File: config.mk
export PLATFORM = sky130hd
export DESIGN_NAME = asbm_walker
export DESIGN_NICKNAME = d
export VERILOG_FILES = /design/src/hw/rtl/asbm_pkg.sv /design/src/hw/rtl/asbm_walker.sv
export SDC_FILE = /design/constraint.sdc
export NUM_CORES = 1
export LEC_CHECK = 0
export ABC_CLOCK_PERIOD_IN_PS = 8950
export CAP_MARGIN = 20
export CORE_MARGIN = 1
export CORE_UTILIZATION = 45
export DETAILED_ROUTE_END_ITERATION = 8
export DONT_BUFFER_PORTS = 1
export PLACE_DENSITY = 0.66
export SYNTH_ARGS = -nofsm -noshare
export SYNTH_HDL_FRONTEND = slang
export SYNTH_SLANG_ARGS = --single-unit
File: constraint.sdc
create_clock -name clk -period 8.95 [get_ports clk]
set_input_delay 1.79 -clock clk [delete_from_list [all_inputs] [get_ports clk]]
set_output_delay 1.79 -clock clk [all_outputs]
set_load 0.02 [all_outputs]
File: src/hw/rtl/asbm_pkg.sv
// ----------------------------------------------------------------------------
// asbm_pkg: shared types and constants of the animated square bitmap marker
// Command and result beats, operation and register codes, memory geometry.
// ----------------------------------------------------------------------------
package asbm_pkg;

	// Geometry defaults
	localparam int DEF_MAX_WIDTH_SQUARES  = 128;
	localparam int DEF_MAX_HEIGHT_SQUARES = 128;

	// Bitmap words: one memory entry holds this many squares
	localparam int WORD_BITS = 64;
	localparam int OFS_W     = $clog2(WORD_BITS);

	localparam int DEF_DEPTH  = (DEF_MAX_WIDTH_SQUARES * DEF_MAX_HEIGHT_SQUARES
		+ WORD_BITS - 1) / WORD_BITS;
	localparam int DEF_ADDR_W = (DEF_DEPTH > 1) ? $clog2(DEF_DEPTH) : 1;

	// Configuration port
	localparam int CFG_W     = 8;
	localparam int REG_IDX_W = 1;
	localparam logic [CFG_W-1:0] CFG_SIZE_RESET = 8'd128;

	typedef enum logic [REG_IDX_W-1:0] {
		REG_MAP_WIDTH  = 1'b0,
		REG_MAP_HEIGHT = 1'b1
	} reg_idx_t;

	// Operation codes
	typedef enum logic [1:0] {
		OP_MARK     = 2'd0,
		OP_CLASSIFY = 2'd1,
		OP_CLEAR    = 2'd2
	} op_t;

	typedef struct packed {
		logic [1:0]         operation;
		logic signed [15:0] tile_left;
		logic signed [15:0] tile_top;
		logic [9:0]         tile_width;
		logic [9:0]         tile_height;
		logic               tile_animated;
	} cmd_t;

	typedef struct packed {
		logic       rejected;
		logic [1:0] done_operation;
	} result_t;

endpackage

File: src/hw/rtl/asbm_walker.sv
// ----------------------------------------------------------------------------
// asbm_walker: command sequencer and square walk
// Clips the tile to the map, walks covered squares one per cycle with a
// read-modify-write pipeline into the bitmap memory, sweeps it on clear.
// ----------------------------------------------------------------------------
module asbm_walker #(
	parameter int MAX_W  = asbm_pkg::DEF_MAX_WIDTH_SQUARES,
	parameter int MAX_H  = asbm_pkg::DEF_MAX_HEIGHT_SQUARES,
	parameter int DEPTH  = asbm_pkg::DEF_DEPTH,
	parameter int ADDR_W = asbm_pkg::DEF_ADDR_W
) (
	input  logic                           clk,
	input  logic                           arst_n,
	input  logic                           start,
	input  asbm_pkg::cmd_t                 cmd,
	input  logic [asbm_pkg::CFG_W-1:0]     map_width,
	input  logic [asbm_pkg::CFG_W-1:0]     map_height,
	output logic                           busy,
	output logic                           fin,
	output asbm_pkg::result_t              res,
	output logic                           rd_en,
	output logic [ADDR_W-1:0]              rd_addr,
	input  logic [asbm_pkg::WORD_BITS-1:0] rd_data,
	output logic                           wr_en,
	output logic [ADDR_W-1:0]              wr_addr,
	output logic [asbm_pkg::WORD_BITS-1:0] wr_data
);
	import asbm_pkg::*;

	localparam int IDX_W   = ADDR_W + OFS_W;
	localparam int DIM_MAX = (MAX_W > MAX_H) ? MAX_W : MAX_H;
	localparam int DIM_W   = $clog2(DIM_MAX + 1);

	typedef enum logic [2:0] {
		ST_IDLE,
		ST_PREP,
		ST_CLIP,
		ST_BASE,
		ST_WALK,
		ST_DRAIN,
		ST_CLEAR
	} state_t;

	function automatic logic signed [15:0] div8(input logic signed [15:0] v);
		logic signed [15:0] r;
		r = v[15] ? ((v + 16'sd7) >>> 3) : (v >>> 3);
		return r;
	endfunction

	state_t              state_q;
	cmd_t                cmd_q;
	result_t             res_q;
	logic                fin_q;
	logic                clr_cmd_q;
	logic [ADDR_W-1:0]   clr_q;
	logic                hit_q;

	logic signed [15:0]  x0_q, y0_q;
	logic [DIM_W-1:0]    xs_q, xe_q, ys_q, ye_q, x_q, y_q;
	logic [IDX_W-1:0]    base_q;

	logic                valid_s1;
	logic [ADDR_W-1:0]   word_s1;
	logic [OFS_W-1:0]    bit_s1;

	logic                wr_valid_q;
	logic [ADDR_W-1:0]   wr_addr_q;
	logic [WORD_BITS-1:0] wr_data_q;

	logic [DIM_W-1:0]    mw, mh, x_nxt, y_nxt;
	logic                x_last, y_last;
	logic signed [15:0]  w8, h8, mw_s, mh_s, xe_raw, ye_raw, xs_c, xe_c, ys_c, ye_c;
	logic                clip_empty;
	logic [IDX_W-1:0]    idx;
	logic [WORD_BITS-1:0] rd_word, set_word;
	logic                hit_now, is_mark;
	logic                fin_nxt;

	// Clamp map size to the storage geometry
	assign mw = (16'(map_width) > 16'(MAX_W)) ? DIM_W'(MAX_W) : DIM_W'(map_width);
	assign mh = (16'(map_height) > 16'(MAX_H)) ? DIM_W'(MAX_H) : DIM_W'(map_height);

	// Clip window in squares, end exclusive
	assign w8     = $signed({9'b0, cmd_q.tile_width[9:3]});
	assign h8     = $signed({9'b0, cmd_q.tile_height[9:3]});
	assign mw_s   = $signed(16'(mw));
	assign mh_s   = $signed(16'(mh));
	assign xe_raw = x0_q + w8;
	assign ye_raw = y0_q + h8;
	assign xs_c   = x0_q[15] ? 16'sd0 : x0_q;
	assign ys_c   = y0_q[15] ? 16'sd0 : y0_q;
	assign xe_c   = (xe_raw > mw_s) ? mw_s : xe_raw;
	assign ye_c   = (ye_raw > mh_s) ? mh_s : ye_raw;
	assign clip_empty = (xe_c <= xs_c) || (ye_c <= ys_c);

	// Walk position
	assign x_nxt  = x_q + DIM_W'(1);
	assign y_nxt  = y_q + DIM_W'(1);
	assign x_last = (x_nxt == xe_q);
	assign y_last = (y_nxt == ye_q);
	assign idx    = base_q + IDX_W'(x_q);

	assign is_mark = (cmd_q.operation == OP_MARK);

	// Finish strobe: immediate answers, empty clip, end of walk, end of clear
	assign fin_nxt = ((state_q == ST_IDLE) && start
			&& ((cmd.operation == OP_MARK) ? !cmd.tile_animated
			: (cmd.operation == OP_CLASSIFY) ? cmd.tile_animated
			: (cmd.operation != OP_CLEAR)))
		|| ((state_q == ST_CLIP) && clip_empty)
		|| (state_q == ST_DRAIN)
		|| ((state_q == ST_CLEAR) && (clr_q == ADDR_W'(DEPTH - 1)) && clr_cmd_q);

	// Stage 1: take the word just written when the same entry is read back
	assign rd_word  = (wr_valid_q && (wr_addr_q == word_s1)) ? wr_data_q : rd_data;
	assign set_word = rd_word | (WORD_BITS'(1) << bit_s1);
	assign hit_now  = valid_s1 && rd_word[bit_s1];

	assign rd_en   = (state_q == ST_WALK);
	assign rd_addr = idx[IDX_W-1:OFS_W];
	assign wr_en   = (state_q == ST_CLEAR) || (valid_s1 && is_mark);
	assign wr_addr = (state_q == ST_CLEAR) ? clr_q : word_s1;
	assign wr_data = (state_q == ST_CLEAR) ? '0 : set_word;

	assign busy = (state_q != ST_IDLE);
	assign fin  = fin_q;
	assign res  = res_q;

	always_ff @(posedge clk or negedge arst_n) begin
		if (!arst_n) begin
			state_q    <= ST_CLEAR;
			clr_q      <= '0;
			clr_cmd_q  <= 1'b0;
			fin_q      <= 1'b0;
			res_q      <= '0;
			valid_s1   <= 1'b0;
			wr_valid_q <= 1'b0;
			hit_q      <= 1'b0;
		end else begin
			fin_q      <= fin_nxt;
			valid_s1   <= (state_q == ST_WALK);
			wr_valid_q <= valid_s1 && is_mark;
			if (state_q == ST_BASE) begin
				hit_q <= 1'b0;
			end else if (hit_now) begin
				hit_q <= 1'b1;
			end
			unique case (state_q)
				ST_IDLE: begin
					if (start) begin
						res_q.done_operation <= cmd.operation;
						res_q.rejected       <= (cmd.operation == OP_CLASSIFY)
							&& cmd.tile_animated;
						unique case (cmd.operation)
							OP_MARK: begin
								if (cmd.tile_animated) begin
									state_q <= ST_PREP;
								end
							end
							OP_CLASSIFY: begin
								if (!cmd.tile_animated) begin
									state_q <= ST_PREP;
								end
							end
							OP_CLEAR: begin
								state_q   <= ST_CLEAR;
								clr_q     <= '0;
								clr_cmd_q <= 1'b1;
							end
							default: begin
							end
						endcase
					end
				end
				ST_PREP: begin
					state_q <= ST_CLIP;
				end
				ST_CLIP: begin
					if (clip_empty) begin
						state_q <= ST_IDLE;
					end else begin
						state_q <= ST_BASE;
					end
				end
				ST_BASE: begin
					state_q <= ST_WALK;
				end
				ST_WALK: begin
					if (x_last && y_last) begin
						state_q <= ST_DRAIN;
					end
				end
				ST_DRAIN: begin
					res_q.rejected <= !is_mark && (hit_q || hit_now);
					state_q        <= ST_IDLE;
				end
				ST_CLEAR: begin
					clr_q <= clr_q + ADDR_W'(1);
					if (clr_q == ADDR_W'(DEPTH - 1)) begin
						state_q   <= ST_IDLE;
						clr_cmd_q <= 1'b0;
					end
				end
				default: begin
					state_q <= ST_IDLE;
				end
			endcase
		end
	end

	always_ff @(posedge clk) begin
		if ((state_q == ST_IDLE) && start) begin
			cmd_q <= cmd;
		end
		if (state_q == ST_PREP) begin
			x0_q <= div8(cmd_q.tile_left);
			y0_q <= div8(cmd_q.tile_top);
		end
		if (state_q == ST_CLIP) begin
			xs_q <= DIM_W'(xs_c);
			xe_q <= DIM_W'(xe_c);
			ys_q <= DIM_W'(ys_c);
			ye_q <= DIM_W'(ye_c);
		end
		if (state_q == ST_BASE) begin
			base_q <= IDX_W'(ys_q) * IDX_W'(mw);
			x_q    <= xs_q;
			y_q    <= ys_q;
		end
		if (state_q == ST_WALK) begin
			if (x_last) begin
				x_q    <= xs_q;
				y_q    <= y_nxt;
				base_q <= base_q + IDX_W'(mw);
			end else begin
				x_q <= x_nxt;
			end
		end
		word_s1   <= idx[IDX_W-1:OFS_W];
		bit_s1    <= idx[OFS_W-1:0];
		wr_addr_q <= word_s1;
		wr_data_q <= set_word;
	end

endmodule

Word-level counts from Yosys, hierarchy flattened
Cells that the tools add are included.
{"block": "word_totals", "ff_bits": 247, "latchBits": 0, "mem_bits_rw": 0, "rom_bits": 0, "input_bits": 138, "out_inout_bits": 87, "elab_cells": 143, "mem_count": 0}
{"block": "op_classes", "n_addsub": 9, "multipliers": 1, "div_mod_pow": 0, "magnitude_cmp": 7, "n_eq_ne": 20, "n_shift": 1, "n_mux": 43, "bitwise_logic": 1, "reduce_logical": 32}
{"cell": "2-to-1 mux 64 bit", "count": 2}
{"cell": "2-to-1 mux 8 bit", "count": 11}
{"cell": "bitwise OR 64 bit", "count": 1}
{"cell": "left shift 1 x 6 -> 64 bit, first input constant", "count": 1}
{"cell": "2-to-1 mux 14 bit", "count": 3}
{"cell": "adder 16 x 4 -> 16 bit, second input constant", "count": 2}
{"cell": "<= comparator 16 bit", "count": 2}
{"cell": "2-to-1 mux 16 bit", "count": 2}
{"cell": "2-to-1 mux 15 bit", "count": 2}
{"cell": "adder 13 x 8 -> 14 bit", "count": 2}
{"cell": "adder 14 x 8 -> 14 bit", "count": 2}
{"cell": "greater-than comparator 14 x 9 -> 1 bit", "count": 2}
{"cell": "adder 8 x 1 -> 8 bit, second input constant", "count": 3}
{"cell": "== test 8 bit", "count": 3}
{"cell": "2-to-1 mux 12 bit", "count": 2}
{"cell": "2-to-1 mux 3 bit", "count": 6}
{"cell": "one-hot mux 3 bit (6 select lines)", "count": 1}
{"cell": "greater-than comparator 8 bit, second input constant", "count": 2}
{"cell": "one-hot mux 8 bit (2 select lines)", "count": 1}
{"cell": "multiplier 8 x 8 -> 14 bit", "count": 1}
{"cell": "logical AND 1 bit", "count": 11}
{"cell": "== test 3 bit, second input constant", "count": 3}
{"cell": "one-hot mux 3 bit (3 select lines)", "count": 1}
{"cell": "== test 8 bit, second input constant", "count": 1}
{"cell": "23 further kinds", "count": 47}

Depth between registers and ports, before layout
{"block": "logic_depth", "ltp_word": 10, "mapped_depth": 27, "depth_no_buf": 27}

Worst setup path before layout
No wires, ideal clock.
{"block": "synth_timing", "path_type": "input-to-reg", "start": "in map_width[7] (netlist bit)", "end": "reg base_q[11]", "setup_time_ps": 95, "arrival_ps": 5902, "required_ps": 8855, "setup_slack_ps": 2953, "cell_stages": 18, "path_cell_list": "clkbuf_1 -> nor2b_1 -> clkbuf_1 -> nand2_1 -> fa_1 -> fa_1 -> fa_1 -> fa_1 -> inv_1 -> ha_1 -> o21ai_0 -> a21oi_1 -> o21ai_0 -> a21boi_0 -> o21a_1 -> nor2_1 -> xor2_1 -> a221oi_1"}
{"block": "synth_via", "elab_chain_cells": 6, "elab_cells_between_ends": 7, "classes_between": "1 x add/sub; 1 x mul; 1 x order compare; 4 x mux"}
{"element": "start: declaration", "line": "asbm_walker.sv:16", "text": "input logic [asbm_pkg::CFG_W-1:0] map_width,"}
{"element": "greater-than comparator 8 bit", "line": "asbm_walker.sv:80", "text": "assign mw = (16'(map_width) > 16'(MAX_W)) ? DIM_W'(MAX_W) : DIM_W'(map_width);"}
{"element": "2-to-1 mux 8 bit (*)", "line": "asbm_walker.sv:80"}
{"element": "multiplier 8 x 8 -> 14 bit", "line": "asbm_walker.sv:226", "text": "base_q <= IDX_W'(ys_q) * IDX_W'(mw);"}
{"element": "2-to-1 mux 14 bit", "line": "asbm_walker.sv:225", "text": "if (state_q == ST_BASE) begin"}
{"element": "2-to-1 mux 14 bit", "line": "asbm_walker.sv:231", "text": "if (x_last) begin"}
{"element": "2-to-1 mux 14 bit (*)", "line": "asbm_walker.sv:230", "text": "if (state_q == ST_WALK) begin"}
{"element": "end signal: assignment", "line": "asbm_walker.sv:226"}
{"element": "end signal: assignment", "line": "asbm_walker.sv:234", "text": "base_q <= base_q + IDX_W'(mw);"}
{"element": "end: declaration", "line": "asbm_walker.sv:60", "text": "logic [IDX_W-1:0] base_q;"}
Mark *: on every way between the ends. The rest lies on a longest branch, timed or not.
A chain may end at the register's enable or synchronous reset.

Worst setup path in the final report
{"block": "layout_timing", "start": "reg y0_q[0]", "end": "reg state_q[0]"}
{"block": "layout_via", "elab_chain_cells": 7, "elab_cells_between_ends": 8, "classes_between": "1 x add/sub; 2 x order compare; 4 x mux; 1 x reduce/logical"}
{"element": "start: declaration", "line": "asbm_walker.sv:58", "text": "logic signed [15:0] x0_q, y0_q;"}
{"element": "start signal: assignment", "line": "asbm_walker.sv:217", "text": "y0_q <= div8(cmd_q.tile_top);"}
{"element": "adder 13 x 8 -> 14 bit (*)", "line": "asbm_walker.sv:89", "text": "assign ye_raw = y0_q + h8;"}
{"element": "greater-than comparator 14 x 9 -> 1 bit", "line": "asbm_walker.sv:93", "text": "assign ye_c = (ye_raw > mh_s) ? mh_s : ye_raw;"}
{"element": "2-to-1 mux 16 bit (*)", "line": "asbm_walker.sv:93"}
{"element": "net ye_c[2]", "line": "asbm_walker.sv:72", "text": "logic signed [15:0] w8, h8, mw_s, mh_s, xe_raw, ye_raw, xs_c, xe_c, ys_c, ye_c;"}
{"element": "<= comparator 16 bit (*)", "line": "asbm_walker.sv:94", "text": "assign clip_empty = (xe_c <= xs_c) || (ye_c <= ys_c);"}
{"element": "logical OR 1 bit (*)", "line": "asbm_walker.sv:94"}
{"element": "2-to-1 mux 2 bit (*)", "line": "asbm_walker.sv:179", "text": "if (clip_empty) begin"}
{"element": "one-hot mux 3 bit (6 select lines) (*)", "line": "asbm_walker.sv:148", "text": "unique case (state_q)"}
{"element": "end signal: assignment", "line": "asbm_walker.sv:180", "text": "state_q <= ST_IDLE;"}
{"element": "end signal: assignment", "line": "asbm_walker.sv:182", "text": "state_q <= ST_BASE;"}
{"element": "end signal: assignment", "line": "asbm_walker.sv:186", "text": "state_q <= ST_WALK;"}
{"element": "end: declaration", "line": "asbm_walker.sv:50", "text": "state_t state_q;"}
The timed path passes the listed nets; every way through them passes the cells marked *.

==> results.py <==
metrics = {
    "status": {
        "status": "completed",
    },
    "routing": {
        "drtPass1Iterations": 5,
        "routedWlPerCell_um": 18.0,
        "drc": 0,
        "drt_wl_total_mm": 37.7,
        "viasPerCell": 5.66,
        "drt_iter0_markers": 873,
        "postRouteAntennaNets": 0,
        "vias": 11800,
    },
    "timing": {
        "final.setup_skew_ns": 0.0190,
        "setup_ws_ns": 2.92,
        "setup_viol": 0,
        "slew_headroom_pct": 35.6,
        "grt_setup_unrepaired": "no",
        "post-route-period-util_pct": 67.4,
        "hold_viol": 0,
        "final.min_clock_period_ns": 6.03,
        "fin_hold_ws_ns": 0.373,
        "max_freq_mhz": 166,
        "tns_ns": 0,
        "tightest_slew_ns": 0.966,
        "finalMaxSlewViolations": 0,
    },
    "yosys": {
        "ys_seq_area_share_pct": 38.5,
        "synth_top_area_share_pct": 21.7,
        "synth_area_leaders": "edfxtp_1 22%, dfxtp_1 14%, ha_1 8.3%",
        "ys_warn_count": 0,
        "synthArstFlopShare_pct": 7.88,
        "synth_area_um2": 15700,
        "synth_fp_nets": 1917,
        "synth-adder-area-share_pct": 13.3,
        "synth_top_family_by_area": "simple AND/OR/NAND/NOR gates",
        "synthCells": 1635,
        "synthMuxAreaShare_pct": 6.09,
        "yosys.area.top_type": "edfxtp_1",
        "synth_cell_types": 77,
        "synth_edf_count": 114,
        "synth_xor_area_share_pct": 6.22,
        "synth-seq-cells": 241,
        "synth_area_per_cell_um2": 9.63,
        "synthFlopType": "edfxtp_1",
        "synth-simple-area-share_pct": 18.1,
        "synth_compound_area_share_pct": 13.0,
    },
    "setup_path": {
        "crit_type": "register to register",
        "start_kind": "register",
        "cp_data_required_time_ns": 9.36,
        "end_kind": "register",
        "path_max_fanout": 10,
        "arrival_ns": 6.44,
    },
    "cts": {
        "max-clock-path-buffers": 3,
        "cts_setup_buffers": 0,
        "cts_root_buffer": "clkbuf_16",
        "clock_latency_ns": 0.55,
        "cts_buffers": 28,
        "cts_tree": "built",
        "clock_sinks": 241,
        "cts_resized": 0,
        "path_clk_slew_ns": 0.07,
        "htree_levels": 1,
        "postCtsHoldBufs": 0,
    },
    "floorplan": {
        "die-area_um2": 35700,
        "rows": 68,
        "die_h_um": 189,
        "initial_core_util_pct": 45.7,
        "core_area_um2": 34500,
        "io_pins": 225,
        "die_w_um": 189,
    },
    "power": {
        "power.density_nw_per_um2": 314,
        "vdd_drop_max_v": 0.000204,
        "p_leak_uw": 0.00698,
    },
    "grt": {
        "grt_max_degree": 75,
        "grt_pass1_vias": 11600,
        "overflow": 0,
        "grt_first_pass_wirelength_mm": 60.3,
        "antenna_found_initial": 6,
        "grt_usage_pct": 20.9,
    },
    "cells_and_area": {
        "drive_above_1_share_pct": 6.56,
        "fin_nets": 1891,
        "postLayoutCoreUtil_pct": 49.8,
        "n_fill_cell": 3156,
        "syn_to_final_growth_pct": 9.01,
        "final_area_um2": 17200,
    },
    "hold_path": {
        "hold_path_class": "register to register",
    },
    "place": {
        "gp_congestion": 0.927,
        "dpl.hpwl_mm": 28.5,
        "placed_cell_area_um2": 16100,
        "io_buffers": 0,
        "dp_slack_ns": 2.48,
    },
    "flow_run": {
        "drv_cap": 0,
    },
}
-- registers in the layout (all words and copies together), names as in the netlist --
name / cells
wr_data_q: 64
cmd_q: 48
base_q: 14
x0_q: 13
y0_q: 13
clr_q: 8
word_s1: 8
wr_addr_q: 8
x_q: 8
xe_q: 8
xs_q: 8
y_q: 8
ye_q: 8
ys_q: 8
bit_s1: 6
res: 3
state_q: 3
clr_cmd_q: 1
fin: 1
hit_q: 1
valid_s1: 1
wr_valid_q: 1
-- worst max-delay path: stages (launching register included) --
cell       delay (ns)
edfxtp_1         0.37
ha_1             0.17
inv_1            0.06
fa_1             0.39
nor2b_1          0.12
o21ai_0          0.09
a21boi_0         0.35
nor2_1           0.15
ha_1             0.31
a21o_1           0.16
a21oi_1          0.13
o21ai_0          0.11
a21oi_1          0.17
o2111ai_1        0.14
o21ai_1          0.74
mux2_2           0.45
ha_1             0.31
o21a_1           0.12
o21a_1           0.10
o21ai_0          0.07
nand2b_1         0.08
a21oi_1          0.08
o311ai_0         0.61
a41oi_1          0.21
a2111oi_0        0.40
-- cell type report --
| class | count | area, µm² | share of cell area [%] |
|---|---|---|---|
| repair buffers | 17 | 155 | 0.904 |
| flip-flops and latches | 241 | 6060 | 35.3 |
| well taps | 455 | 569 | 3.32 |
| multi-input cells | 1207 | 8940 | 52.1 |
| diodes | 3 | 7.51 | 0.0438 |
| inverters | 114 | 428 | 2.49 |
| clock inverters | 18 | 233 | 1.36 |
| clock buffers | 34 | 764 | 4.46 |
-- routing by layer --
metal	global-route usage [%]	vias to the layer above	share of wire, %	wire [µm]
met2	33.5	439	46	17200
met4	8.10	6	3.2	1200
li1	-	5704	-	-
met5	0	-	0.093	35
met3	4.73	87	7.7	2890
met1	27.5	5586	43	16400
-- synth_stat cells (39+ instances only) --
| cell | n |
|---|---|
| ha_1 | 105 |
| and2_1 | 110 |
| clkbuf_1 | 50 |
| inv_1 | 114 |
| o21ai_0 | 94 |
| xnor2_1 | 74 |
| a21oi_1 | 74 |
| fa_1 | 39 |
| nand2_1 | 157 |
| dfxtp_1 | 108 |
| nor2_1 | 92 |
| mux2i_1 | 59 |
| edfxtp_1 | 114 |
-- placed cells by master, fill, tap and decap left out, types with 8 or more instances in the layout --
master	instances
a21o_1	21
buf_4	15
inv_1	114
nor2b_1	35
fa_1	39
mux2_2	22
nor2_1	92
ha_1	105
clkbuf_16	29
mux2i_1	59
o21ai_0	94
a31oi_1	8
nor3_1	15
and2_1	109
xnor2_1	74
dfxtp_1	107
a21oi_1	74
nand3_1	32
nand2_1	157
o31a_1	9
nand2b_1	36
dfrtp_1	17
edfxtp_1	114
nand4_1	24
xor2_1	25
and3_1	27
a211oi_1	20
-- stage by stage --
stage / std cells / power, µW
4_1_cts: 2084 / 5380
5_1_grt: 2088 / 5750
2_1_floorplan: 1635 / 3610
3_5_place_dp: 2032 / 4140
6_report: 2089 / 5380
3_3_place_gp: 2032 / 4080
-- power by group --
group / total (µW) / internal [µW] / switching [µW] / leakage [µW]
clock network: 1220 / 754 / 467 / 0.000487
registers: 1800 / 1510 / 292 / 0.00221
logic: 2350 / 910 / 1440 / 0.00429
total: 5380 / 3180 / 2200 / 0.00698
-- worst paths after layout --
| kind | start | to | slack [ns] | cells after the start |
|---|---|---|---|---|
| max | y0_q[0]$_DFFE_PP_ | state_q[0]$_DFFE_PN0P_ | 2.92 | 24 |
| min | word_s1[1]$_DFF_P_ | wr_addr_q[1]$_DFF_P_ | 0.37 | 0 |
| max reg2reg | y0_q[0]$_DFFE_PP_ | state_q[0]$_DFFE_PN0P_ | 2.92 | 24 |
| min reg2reg | word_s1[1]$_DFF_P_ | wr_addr_q[1]$_DFF_P_ | 0.37 | 0 |
| max in group asynchronous | arst_n | state_q[2]$_DFFE_PN1P_ | 7.84 | 0 |
| min in group asynchronous | arst_n | clr_q[7]$_DFFE_PN0P_ | 0.93 | 0 |
-- cell families (layout without fill, tap and decap cells) --
family          count (synthesis)  after routing
compound gates                316            316
mux                            86             86
simple gates                  557            557
flops                         241            241
buf+inv                       187            183
xor+xnor                      104            104
other cells                     0              3
fa+ha+maj                     144            144
(Power assumes the default switching activity.)
